--- src/rtl/tspkt_pkg.sv ---
`timescale 1ns / 1ps
`default_nettype none

package tspkt_pkg;

    localparam int PACKET_BYTES = 188;
    localparam int POS_W        = 8;
    localparam int PID_W        = 13;

    localparam logic [7:0]  SYNC_BYTE = 8'h47;
    localparam logic [7:0]  PAD_BYTE  = 8'hFF;
    localparam logic [7:0]  PTR_BYTE  = 8'h00;
    localparam logic [3:0]  CTRL_NIB  = 4'h1;
    localparam logic [31:0] CRC_POLY  = 32'h04C1_1DB7;
    localparam logic [31:0] CRC_INIT  = 32'hFFFF_FFFF;

    localparam logic [3:0] SRC_H0   = 4'd0;
    localparam logic [3:0] SRC_H1   = 4'd1;
    localparam logic [3:0] SRC_H2   = 4'd2;
    localparam logic [3:0] SRC_H3   = 4'd3;
    localparam logic [3:0] SRC_PTR  = 4'd4;
    localparam logic [3:0] SRC_DATA = 4'd5;
    localparam logic [3:0] SRC_CRC0 = 4'd6;
    localparam logic [3:0] SRC_CRC1 = 4'd7;
    localparam logic [3:0] SRC_CRC2 = 4'd8;
    localparam logic [3:0] SRC_CRC3 = 4'd9;
    localparam logic [3:0] SRC_PAD  = 4'd10;

    typedef struct packed {
        logic       load;
        logic       step;
        logic [3:0] src;
        logic       run_last;
        logic       end_section;
    } tspkt_cmd_t;

    typedef struct packed {
        logic pos_zero;
        logic pos_wrap;
        logic word_full;
        logic out_free;
        logic started;
        logic last;
    } tspkt_sts_t;

    function automatic logic [31:0] crc32_byte(input logic [31:0] crc_in,
                                               input logic [7:0]  data);
        logic [31:0] c;
        c = crc_in ^ {data, 24'h0};
        for (int k = 0; k < 8; k++) begin
            if (c[31]) begin
                c = {c[30:0], 1'b0} ^ CRC_POLY;
            end else begin
                c = {c[30:0], 1'b0};
            end
        end
        return c;
    endfunction

endpackage

`default_nettype wire

--- src/rtl/tspkt_ctrl.sv ---
`timescale 1ns / 1ps
`default_nettype none

module tspkt_ctrl
    import tspkt_pkg::*;
(
    input  wire logic       aclk,
    input  wire logic       aresetn,
    input  wire logic       s_tvalid,
    output logic            s_tready,
    input  wire tspkt_sts_t sts,
    output tspkt_cmd_t      cmd
);

    localparam logic [2:0] ST_IDLE = 3'd0;
    localparam logic [2:0] ST_H0   = 3'd1;
    localparam logic [2:0] ST_H1   = 3'd2;
    localparam logic [2:0] ST_H2   = 3'd3;
    localparam logic [2:0] ST_H3   = 3'd4;
    localparam logic [2:0] ST_PTR  = 3'd5;
    localparam logic [2:0] ST_BODY = 3'd6;
    localparam logic [2:0] ST_PAD  = 3'd7;

    localparam logic [2:0] SEL_DATA = 3'd0;
    localparam logic [2:0] SEL_C0   = 3'd1;
    localparam logic [2:0] SEL_C1   = 3'd2;
    localparam logic [2:0] SEL_C2   = 3'd3;
    localparam logic [2:0] SEL_C3   = 3'd4;

    logic [2:0] state_reg, state_next;
    logic [2:0] sel_reg, sel_next;
    logic       step_ok;
    logic       tail_final;

    assign step_ok    = !sts.word_full || sts.out_free;
    assign s_tready   = (state_reg == ST_IDLE);
    assign tail_final = (((state_reg == ST_BODY) && (sel_reg == SEL_C3)) ||
                         (state_reg == ST_PAD)) && sts.pos_wrap;

    always_comb begin
        state_next      = state_reg;
        sel_next        = sel_reg;
        cmd.load        = 1'b0;
        cmd.step        = 1'b0;
        cmd.src         = SRC_DATA;
        cmd.end_section = 1'b0;
        if (sts.last) begin
            cmd.run_last = tail_final;
        end else if (state_reg == ST_H1) begin
            cmd.run_last = sts.started;
        end else begin
            cmd.run_last = (state_reg != ST_H0);
        end

        unique case (state_reg)
            ST_IDLE: begin
                if (s_tvalid) begin
                    cmd.load   = 1'b1;
                    sel_next   = SEL_DATA;
                    state_next = sts.pos_zero ? ST_H0 : ST_BODY;
                end
            end
            ST_H0: begin
                cmd.src  = SRC_H0;
                cmd.step = step_ok;
                if (step_ok) begin
                    state_next = ST_H1;
                end
            end
            ST_H1: begin
                cmd.src  = SRC_H1;
                cmd.step = step_ok;
                if (step_ok) begin
                    state_next = ST_H2;
                end
            end
            ST_H2: begin
                cmd.src  = SRC_H2;
                cmd.step = step_ok;
                if (step_ok) begin
                    state_next = ST_H3;
                end
            end
            ST_H3: begin
                cmd.src  = SRC_H3;
                cmd.step = step_ok;
                if (step_ok) begin
                    state_next = sts.started ? ST_BODY : ST_PTR;
                end
            end
            ST_PTR: begin
                cmd.src  = SRC_PTR;
                cmd.step = step_ok;
                if (step_ok) begin
                    state_next = ST_BODY;
                end
            end
            ST_BODY: begin
                case (sel_reg)
                    SEL_C0:  cmd.src = SRC_CRC0;
                    SEL_C1:  cmd.src = SRC_CRC1;
                    SEL_C2:  cmd.src = SRC_CRC2;
                    SEL_C3:  cmd.src = SRC_CRC3;
                    default: cmd.src = SRC_DATA;
                endcase
                cmd.step = step_ok;
                if (step_ok) begin
                    if (!sts.last) begin
                        state_next = ST_IDLE;
                    end else if (sel_reg != SEL_C3) begin
                        sel_next   = sel_reg + 3'd1;
                        state_next = sts.pos_wrap ? ST_H0 : ST_BODY;
                    end else if (sts.pos_wrap) begin
                        cmd.end_section = 1'b1;
                        state_next      = ST_IDLE;
                    end else begin
                        state_next = ST_PAD;
                    end
                end
            end
            ST_PAD: begin
                cmd.src  = SRC_PAD;
                cmd.step = step_ok;
                if (step_ok && sts.pos_wrap) begin
                    cmd.end_section = 1'b1;
                    state_next      = ST_IDLE;
                end
            end
            default: begin
                state_next = ST_IDLE;
            end
        endcase
    end

    always_ff @(posedge aclk) begin
        if (!aresetn) begin
            state_reg <= ST_IDLE;
            sel_reg   <= SEL_DATA;
        end else begin
            state_reg <= state_next;
            sel_reg   <= sel_next;
        end
    end

endmodule

`default_nettype wire

--- src/rtl/tspkt_dpath.sv ---
`timescale 1ns / 1ps
`default_nettype none

module tspkt_dpath
    import tspkt_pkg::*;
(
    input  wire logic             aclk,
    input  wire logic             aresetn,
    input  wire tspkt_cmd_t       cmd,
    output tspkt_sts_t            sts,
    input  wire logic [7:0]       s_tdata,
    input  wire logic             s_tlast,
    input  wire logic             cfg_we,
    input  wire logic [PID_W-1:0] cfg_wdata,
    input  wire logic             m_tready,
    output logic                  m_tvalid,
    output logic [31:0]           m_tdata,
    output logic                  m_tuser,
    output logic                  m_tlast
);

    logic [PID_W-1:0] pid_reg, pid_next;
    logic [31:0]      crc_reg, crc_next;
    logic [3:0]       cc_reg, cc_next;
    logic [3:0]       cc_inc;
    logic [POS_W-1:0] pos_reg, pos_next;
    logic [23:0]      asm_reg, asm_next;
    logic [1:0]       cnt_reg, cnt_next;
    logic             started_reg, started_next;
    logic [7:0]       byte_reg, byte_next;
    logic             last_reg, last_next;
    logic             valid_reg, valid_next;
    logic [31:0]      word_reg, word_next;
    logic             done_reg, done_next;
    logic             rlast_reg, rlast_next;
    logic [7:0]       cur_byte;
    logic             pos_wrap;
    logic             out_free;

    assign cc_inc   = cc_reg + 4'd1;
    assign pos_wrap = (pos_reg == POS_W'(PACKET_BYTES - 1));
    assign out_free = !valid_reg || m_tready;

    assign sts.pos_zero  = (pos_reg == '0);
    assign sts.pos_wrap  = pos_wrap;
    assign sts.word_full = (cnt_reg == 2'd3);
    assign sts.out_free  = out_free;
    assign sts.started   = started_reg;
    assign sts.last      = last_reg;

    assign m_tvalid = valid_reg;
    assign m_tdata  = word_reg;
    assign m_tuser  = done_reg;
    assign m_tlast  = rlast_reg;

    always_comb begin
        unique case (cmd.src)
            SRC_H0:   cur_byte = SYNC_BYTE;
            SRC_H1:   cur_byte = {1'b0, !started_reg, 1'b0, pid_reg[12:8]};
            SRC_H2:   cur_byte = pid_reg[7:0];
            SRC_H3:   cur_byte = {CTRL_NIB, cc_inc};
            SRC_PTR:  cur_byte = PTR_BYTE;
            SRC_DATA: cur_byte = byte_reg;
            SRC_CRC0: cur_byte = crc_reg[31:24];
            SRC_CRC1: cur_byte = crc_reg[23:16];
            SRC_CRC2: cur_byte = crc_reg[15:8];
            SRC_CRC3: cur_byte = crc_reg[7:0];
            default:  cur_byte = PAD_BYTE;
        endcase
    end

    always_comb begin
        pid_next     = pid_reg;
        crc_next     = crc_reg;
        cc_next      = cc_reg;
        pos_next     = pos_reg;
        asm_next     = asm_reg;
        cnt_next     = cnt_reg;
        started_next = started_reg;
        byte_next    = byte_reg;
        last_next    = last_reg;
        valid_next   = valid_reg;
        word_next    = word_reg;
        done_next    = done_reg;
        rlast_next   = rlast_reg;

        if (cfg_we) begin
            pid_next = cfg_wdata;
        end
        if (m_tready) begin
            valid_next = 1'b0;
        end
        if (cmd.load) begin
            byte_next = s_tdata;
            last_next = s_tlast;
            crc_next  = crc32_byte(crc_reg, s_tdata);
        end
        if (cmd.step) begin
            pos_next = pos_wrap ? '0 : pos_reg + POS_W'(1);
            if (cnt_reg == 2'd3) begin
                word_next  = {asm_reg, cur_byte};
                valid_next = 1'b1;
                done_next  = pos_wrap;
                rlast_next = cmd.run_last;
                cnt_next   = 2'd0;
            end else begin
                asm_next = {asm_reg[15:0], cur_byte};
                cnt_next = cnt_reg + 2'd1;
            end
            if (cmd.src == SRC_H3) begin
                cc_next = cc_inc;
            end
            if (cmd.src == SRC_PTR) begin
                started_next = 1'b1;
            end
            if (cmd.end_section) begin
                started_next = 1'b0;
                crc_next     = CRC_INIT;
            end
        end
    end

    always_ff @(posedge aclk) begin
        if (!aresetn) begin
            pid_reg     <= '0;
            crc_reg     <= CRC_INIT;
            cc_reg      <= '0;
            pos_reg     <= '0;
            cnt_reg     <= '0;
            started_reg <= 1'b0;
            last_reg    <= 1'b0;
            valid_reg   <= 1'b0;
        end else begin
            pid_reg     <= pid_next;
            crc_reg     <= crc_next;
            cc_reg      <= cc_next;
            pos_reg     <= pos_next;
            cnt_reg     <= cnt_next;
            started_reg <= started_next;
            last_reg    <= last_next;
            valid_reg   <= valid_next;
        end
    end

    always_ff @(posedge aclk) begin
        asm_reg   <= asm_next;
        byte_reg  <= byte_next;
        word_reg  <= word_next;
        done_reg  <= done_next;
        rlast_reg <= rlast_next;
    end

endmodule

`default_nettype wire

--- src/rtl/ts_section_packetizer_crc32.sv ---
// An accepted byte is registered, then packed into the 32-bit output word;
// one that opens a packet first waits for header states H0-H3 and, on a
// section's first packet, PTR. A section's final byte is followed by four
// CRC bytes, padding up to the 188-byte packet end, and a header per packet.
// The controller takes one byte per return to idle; m_tready low stalls it.
// Reset (aresetn low, synchronous): PID, continuity counter and position clear.
`timescale 1ns / 1ps
`default_nettype none

module ts_section_packetizer_crc32
    import tspkt_pkg::*;
(
    input  wire logic             aclk,
    input  wire logic             aresetn,
    input  wire logic             s_tvalid,
    output logic                  s_tready,
    input  wire logic [7:0]       s_tdata,   // [7:0] section_byte
    input  wire logic             s_tlast,
    input  wire logic             cfg_we,
    input  wire logic [PID_W-1:0] cfg_wdata,
    output logic                  m_tvalid,
    input  wire logic             m_tready,
    output logic [31:0]           m_tdata,   // [31:0] out_word
    output logic                  m_tuser,   // [0] packet_done
    output logic                  m_tlast
);

    tspkt_cmd_t cmd;
    tspkt_sts_t sts;

    tspkt_ctrl u_ctrl (
        .aclk     (aclk),
        .aresetn  (aresetn),
        .s_tvalid (s_tvalid),
        .s_tready (s_tready),
        .sts      (sts),
        .cmd      (cmd)
    );

    tspkt_dpath u_dpath (
        .aclk      (aclk),
        .aresetn   (aresetn),
        .cmd       (cmd),
        .sts       (sts),
        .s_tdata   (s_tdata),
        .s_tlast   (s_tlast),
        .cfg_we    (cfg_we),
        .cfg_wdata (cfg_wdata),
        .m_tready  (m_tready),
        .m_tvalid  (m_tvalid),
        .m_tdata   (m_tdata),
        .m_tuser   (m_tuser),
        .m_tlast   (m_tlast)
    );

endmodule

`default_nettype wire

--- config.mk ---
export PLATFORM = sky130hd
export DESIGN_NAME = ts_section_packetizer_crc32
export DESIGN_NICKNAME = d
export VERILOG_FILES = /design/src/rtl/tspkt_pkg.sv /design/src/rtl/tspkt_ctrl.sv /design/src/rtl/tspkt_dpath.sv /design/src/rtl/ts_section_packetizer_crc32.sv
export SDC_FILE = /design/constraint.sdc
export NUM_CORES = 1
export LEC_CHECK = 0
export BUFFER_PORTS_ARGS = -buffer_cell sky130_fd_sc_hd__buf_2
export CORE_MARGIN = 5
export CORE_UTILIZATION = 35
export DETAILED_ROUTE_END_ITERATION = 10
export PLACE_DENSITY_LB_ADDON = 0.25
export SYNTH_ARGS = -nofsm -noshare
export SYNTH_HDL_FRONTEND = slang
export SYNTH_SLANG_ARGS = --single-unit
--- constraint.sdc ---
create_clock -name aclk -period 3.8 [get_ports aclk]
set_clock_uncertainty 0.2 [all_clocks]
set_input_delay 0.38 -clock aclk [delete_from_list [all_inputs] [get_ports aclk]]
set_output_delay 0.38 -clock aclk [all_outputs]
set_load 0.05 [all_outputs]
==> results of run 1 <==
## worst max-delay path, delay by kind of cell, from the launching register on
family / cells / cell delay [ns]
and+or+nand+nor: 3 / 0.50
buffers and inverters: 2 / 0.49
AOI/OAI and AO/OA: 3 / 0.46
adders and majority gates: 2 / 0.45
DFF: 1 / 0.33
## worst paths after layout
kind / startpoint / end / slack [ns] / depth (start not counted)
worst max-delay path: u_dpath.pos_reg[0] / u_dpath.crc_reg[22] / 1.21 / 10
worst min-delay path: cfg_wdata[3] / u_dpath.pid_reg[3] / 0.01 / 3
worst max register to register: u_dpath.pos_reg[0] / u_dpath.crc_reg[22] / 1.21 / 10
worst min register to register: u_dpath.asm_reg[19] / u_dpath.m_tdata[27] / 0.22 / 0
## cell families (layout without fill, tap and decap cells)
group / Yosys count / in the layout
compound gates: 110 / 110
flops: 134 / 134
buf+inv: 36 / 125
xor+xnor: 79 / 79
fa+ha+maj: 9 / 9
mux: 16 / 16
simple gates: 144 / 144
## layout make-up
class / count / share of cell area (%)
Clock buffer: 19 / 6.01
Timing Repair Buffer: 82 / 6.55
Inverter: 11 / 0.560
Clock inverter: 13 / 2.00
Tap cell: 225 / 3.82
Multi-Input combinational cell: 358 / 35.7
Sequential cell: 134 / 45.4
## Yosys cell counts (6+ instances only)
library cell / number / area share (%)
buf_2: 6 / 0.49
xnor2_1: 35 / 5.0
ha_1: 9 / 1.8
o21ai_0: 17 / 1.4
o211ai_1: 31 / 3.8
a31oi_1: 7 / 0.72
nand3_1: 13 / 1.1
a22oi_1: 7 / 0.86
xor2_1: 27 / 3.9
xnor2_2: 8 / 2.1
inv_1: 9 / 0.55
a21oi_1: 19 / 1.6
nor2_1: 38 / 2.3
a221oi_1: 6 / 0.86
nor2b_1: 8 / 0.82
edfxtp_1: 66 / 33
clkbuf_1: 18 / 1.1
nand2_1: 55 / 3.4
mux2i_1: 16 / 2.6
dfxtp_1: 68 / 22
a222oi_1: 6 / 0.99
## layer usage
| layer | wire length (µm) | up-vias |
|---|---|---|
| li1 | - | 2076 |
| met1 | 6340 | 2005 |
| met2 | 6450 | 107 |
| met3 | 712 | 23 |
| met4 | 373 | 0 |
| met5 | 0 | - |
## where the power goes
group / switching [mW] / total, mW / internal [mW]
Combinational: 1.44 / 2.58 / 1.13
Clock: 0.626 / 1.62 / 0.992
Sequential: 0.321 / 2.38 / 2.06
Total: 2.39 / 6.58 / 4.19
## timing repair
item                       in CTS  in global routing
hold buffers                    8                  1
resized for setup               0                  0
hold endpoints to repair        8                  1
setup endpoints to repair       0                  0
setup buffers                   0                  0
## through the flow
| stage | worst slack, ns | utilization (%) | instance area, µm² | power, mW |
|---|---|---|---|---|
| 2_1_floorplan | 1.18 | - | 6090 | 4.40 |
| 3_3_place_gp | 1.24 | 38.9 | 6690 | 4.95 |
| 3_5_place_dp | 1.22 | 38.9 | 6690 | 4.99 |
| 4_1_cts | 1.20 | 42.8 | 7360 | 6.65 |
| 5_1_grt | 0.992 | 42.9 | 7370 | 7.01 |
| 6_report | 1.21 | 42.9 | 7370 | 6.58 |
==> impl_results.md, run 1 <==
- Status: finished, final reports clean
- Drt wl/cell: roughly 16 µm
- Die Width: approximately 140 µm
- Post-route setup TNS: 0 ns
- Buffers on Ports: 62
- FF+latch area: approximately 0.0033 mm²
- Final Cycle Share: a little under 70%
- WHS: 0.0143 ns
- Fin crit period: between 2 and 3 ns
- CP Capture Type: flip-flop
- Worst Hold Class: in2reg
- Die area: about 0.02 mm²
- Leakage: approximately 2.9 nW
- Pins over their slew limit: 0
- Syn nets: approximately 560
- Routing usage on met2: around 22%
- H-tree levels: 4
- Crit path arrival time: 2.66 ns
- Kind of start point of the critical path: flip-flop
- Vias: ~4,200
- Yosys warns: 0
- Worst-path maximum fanout: 33
- Final Hold Viols: 0
- CTS Buf Count: 17
- Max_slew headroom: 50.1%
- GPL Wtd Cong: slightly below 0.8
- DR DRC count: 0
- Clock Tree Root: clkbuf_16
- CP cell instances: ha_1, and4_1, nand3_1, inv_1, ha_1, nand3_1, o21ai_0, a21oi_4, buf_4, o211ai_1
- Via/cell ratio: approximately 5
- Largest net degree at the start of global routing: 66
- Post-synthesis mux area share: between 2 and 3%
- Met3 GRT Util: between 4 and 5%
- First-pass GRT wire length: roughly 22 mm
- Total track usage: between 10% and 20%
- DP Wirelength: roughly 10 mm
- Peak Freq: 386 MHz
- Nets: 640
- Synth cell types: 56
- Total grt overflow: 0
- Initial Util: roughly 35%
- Area share of fa/ha/maj cells after synthesis: 1.85%
- Router iterations before antenna repair: 7
- Final ANT Viol Nets: 0
- Clock sinks: roughly 130
- Pwr dens: approximately 890 mW/mm²
- Seq cells post-synth: 134
- EDFF count, synth: 66
- Post-Layout Cell Count: between 800 and 900
- Post-synthesis xor/xnor area fraction: 14.6%
- Sequential fraction of the synthesis area: a little over half
- Area grow syn2layout: 20.9%
- Top Usage Layer GRT: met2
- Synthesized area: just over 0.006 mm²
- Clock transition at path regs: 0.06 ns
- RSZ-0062 raised after global routing: false
- Most frequent cells in the layout: 68 x dfxtp_1, 66 x edfxtp_1, 62 x buf_2
- # IOs: between 60 and 70
- M1 GR Usage: approximately 18%
- Simple-Gate Fraction of Synth Area: 11.1%
- Syn avg cell area: between 10 and 15 µm²
- Placed Cells: approximately 800
- Clk buf depth: 2
- Slowest CP cell: buf_4
- Starting DRT DRC Count: slightly below 300
- CP peak stage delay: between 0.3 and 0.4 ns
- Core area: roughly 0.017 mm²
- Die height: 142 µm
- WL final: approximately 14 mm
- Critical Path RT: roughly 3.9 ns
- Area of the multi-input gates: ~0.0026 mm²
- # setup viols final: 0
- Syn Inst Count: around 530
- Commonest non-fill, non-tap cell in the layout: dfxtp_1
- Asr flop ratio synth: 0%
- Vias in the first global route: ~4,200
- Compound-Gate Fraction of Synth Area: between 10% and 20%
- Largest family of logic cells by synthesized area: XOR/XNOR gates
- Peak supply drop: about 0.00030 V
- Site Rows: 48
- Worst Tran Pin Value: approximately 0.74 ns
- Initial antenna violation count: 0
- Setup Crit Path Kind: reg2reg
- Number of max-cap violations: 0
- Fillcell total: about 1,600
- Share of layout cells above drive strength 1: roughly a fifth
- Worst skew pair latency: 0.42 ns
- Top_reg_cell synth: dfxtp_1
- Inserted Diodes: 0
- CTS tree: built
No activity file was read; power rests on OpenSTA's default activity.
==> run 2, diff against run 1 <==
==> constraint.sdc (replaced) <==
create_clock -name aclk -period 2.6 [get_ports aclk]
set_clock_uncertainty 0.2 [all_clocks]
set_input_delay 0.26 -clock aclk [delete_from_list [all_inputs] [get_ports aclk]]
set_output_delay 0.26 -clock aclk [all_outputs]
set_load 0.05 [all_outputs]
==> impl_results.md, run 2 (same netlist as run 1, synthesis figures left out) <==
- Final ANT Viol Nets: 0 (unchanged)
- Initial Util: 35.5% (unchanged)
- Drt wl/cell: 15.8 µm (-4.3%)
- DP Wirelength: 10.0 mm (+0.73%)
- Worst Hold Path EP: u_dpath.pid_reg[9]
- Inserted Diodes: 0 (unchanged)
- R2r startpoint: u_ctrl.sel_reg[0]
- Fin worst setup slack: 0.187 ns (-1.02 ns)
- Peak supply drop: 0.000418 V (+41%)
- HP Start: cfg_we
- Die height: 142 µm (unchanged)
- Site Rows: 48 (unchanged)
- Fin crit period: 2.41 ns (-0.176 ns)
- Worst-path maximum fanout: 7 (-79%)
- Worst r2r dst: u_dpath.asm_reg[0]
- Status: finished, final reports clean
- RSZ-0062 raised after global routing: false
- Kind of start point of the critical path: flip-flop
- Clock transition at path regs: 0.05 ns (about the same)
- FF+latch area: 0.00334 mm² (unchanged)
- Share of layout cells above drive strength 1: 22.3% (+1.3 points)
- Clk buf depth: 2 (unchanged)
- First-pass GRT wire length: 22.3 mm (-0.49%)
- Number of max-cap violations: 0 (unchanged)
- Total grt overflow: 0 (unchanged)
- DR DRC count: 0 (unchanged)
- Vias: 4,304 (+2.2%)
- Fillcell total: 1,592 (-2.4%)
- Final Hold Viols: 0 (unchanged)
- Core area: 0.0172 mm² (unchanged)
- Router iterations before antenna repair: 5 (-2)
- Peak Freq: 414 MHz (+7.3%)
- # IOs: 63 (unchanged)
- FF-to-FF path depth: 8 (-2)
- Area of the multi-input gates: 0.00263 mm² (-0.14%)
- Setup Crit Path Kind: reg2reg
- Critical Path RT: 2.54 ns (-1.33 ns)
- Leakage: 3.06 nW (+5.6%)
- CTS Buf Count: 17 (unchanged)
- Starting DRT DRC Count: 320 (+10%)
- Pins over their slew limit: 0 (unchanged)
- Pwr dens: 1280 mW/mm² (+44%)
- Post-route setup TNS: 0 ns (unchanged)
- Die area: 0.0202 mm² (unchanged)
- Setup slack at placement: 0.133 ns (-1.09 ns)
- R2r setup slk: 0.19 ns (-1.02 ns)
- H-tree levels: 4 (unchanged)
- Nets: 671 (+4.8%)
- Final Cycle Share: 92.8% (+25 points)
- Total track usage: 14.2% (-0.20 points)
- # setup viols final: 0 (unchanged)
- Via/cell ratio: 4.94 (-1.3%)
- Hold Crit Depth: 3 (unchanged)
- Crit path arrival time: 2.35 ns (-0.31 ns)
- Worst Hold Class: in2reg
- Buffers on Ports: 62 (unchanged)
- Most frequent cells in the layout: 68 x dfxtp_1, 66 x edfxtp_1, 62 x buf_2
- CP Capture Type: flip-flop
- GPL Wtd Cong: 0.816 (+2.7%)
- Vias in the first global route: 4,159 (+0.14%)
- Commonest non-fill, non-tap cell in the layout: dfxtp_1
- Die Width: 142 µm (unchanged)
- Largest net degree at the start of global routing: 66 (unchanged)
- Clock Tree Root: clkbuf_16
- Worst skew pair latency: 0.41 ns (about the same)
- Area grow syn2layout: 26.1%
- Initial antenna violation count: 0 (unchanged)
- WL final: 13.8 mm (-0.86%)
- CTS tree: built
- Max_slew headroom: 56.3% (+6.1 points)
- Worst Tran Pin Value: 0.654 ns (-0.0875 ns)
- Clock sinks: 134 (unchanged)
-- run 2: changes by cell type in the layout (fill, tap and decap cells not counted), moves of 2 or more --
cell	previous run	this run
buf_12	0	2
buf_4	11	25
bufinv_16	2	4
dlygate4sd3_1	9	24
inv_6	3	1
-- run 2: power breakdown --
group | internal (mW) | total [mW] | switching [mW]
registers | 3.01 | 3.49 | 0.480
clock network | 1.60 | 2.46 | 0.866
logic | 1.80 | 3.91 | 2.11
-- run 2: layer usage --
metal	wire [µm]	track usage, %	vias to the layer above	share of wire [%]
li1	-	-	2136	-
met1	6310	18.8	2047	46
met2	6530	22.8	104	47
met3	722	2.96	17	5.2
met4	203	5.76	0	1.5
met5	0	0	-	0
-- run 2: worst max-delay path, cell delays in order (launching register included) --
cell      delay (ns)
dfxtp_1         0.37
inv_1           0.10
ha_1            0.21
and4bb_2        0.32
and2_1          0.16
nor2_1          0.06
buf_4           0.16
a222oi_1        0.40
nand3_1         0.16
-- run 2: metrics by stage --
step,hold slack [ns],area (µm²),power [mW],util [%],cells
2_1_floorplan,0.159,6100,6.44,-,528
3_3_place_gp,0.201,6830,7.39,39.7,817
3_5_place_dp,0.206,6830,7.44,39.7,817
4_1_cts,0.142,7680,9.96,44.7,872
5_1_grt,0.174,7680,10.5,44.7,872
6_report,0.147,7680,9.87,44.7,872
-- run 2: timing repair --
action,4_1_cts,5_1_grt
resized for setup,0,1
hold buffers,24,0
buffers inserted,0,0
setup endpoints to repair,0,2
endpoints found under the hold margin,26,0
-- run 2: worst max-delay path by stage --
stage                        startpoint  slack (ns)                 end
CTS                   u_ctrl.sel_reg[0]        0.11  u_dpath.asm_reg[0]
floorplan           u_ctrl.state_reg[2]        0.31  u_dpath.m_tdata[0]
global route          u_ctrl.sel_reg[0]        0.02  u_dpath.asm_reg[0]
finish                u_ctrl.sel_reg[0]        0.19  u_dpath.asm_reg[0]
detailed placement    u_ctrl.sel_reg[0]        0.13  u_dpath.asm_reg[0]
global placement      u_ctrl.sel_reg[0]        0.26  u_dpath.asm_reg[0]
-- run 2: cell type report --
cell class / instances / share of cell area [%]
Sequential cell: 134 / 43.5
Multi-Input combinational cell: 358 / 34.2
Timing Repair Buffer: 113 / 10.1
Clock buffer: 19 / 5.64
Tap cell: 225 / 3.66
Clock inverter: 12 / 2.33
Inverter: 11 / 0.537
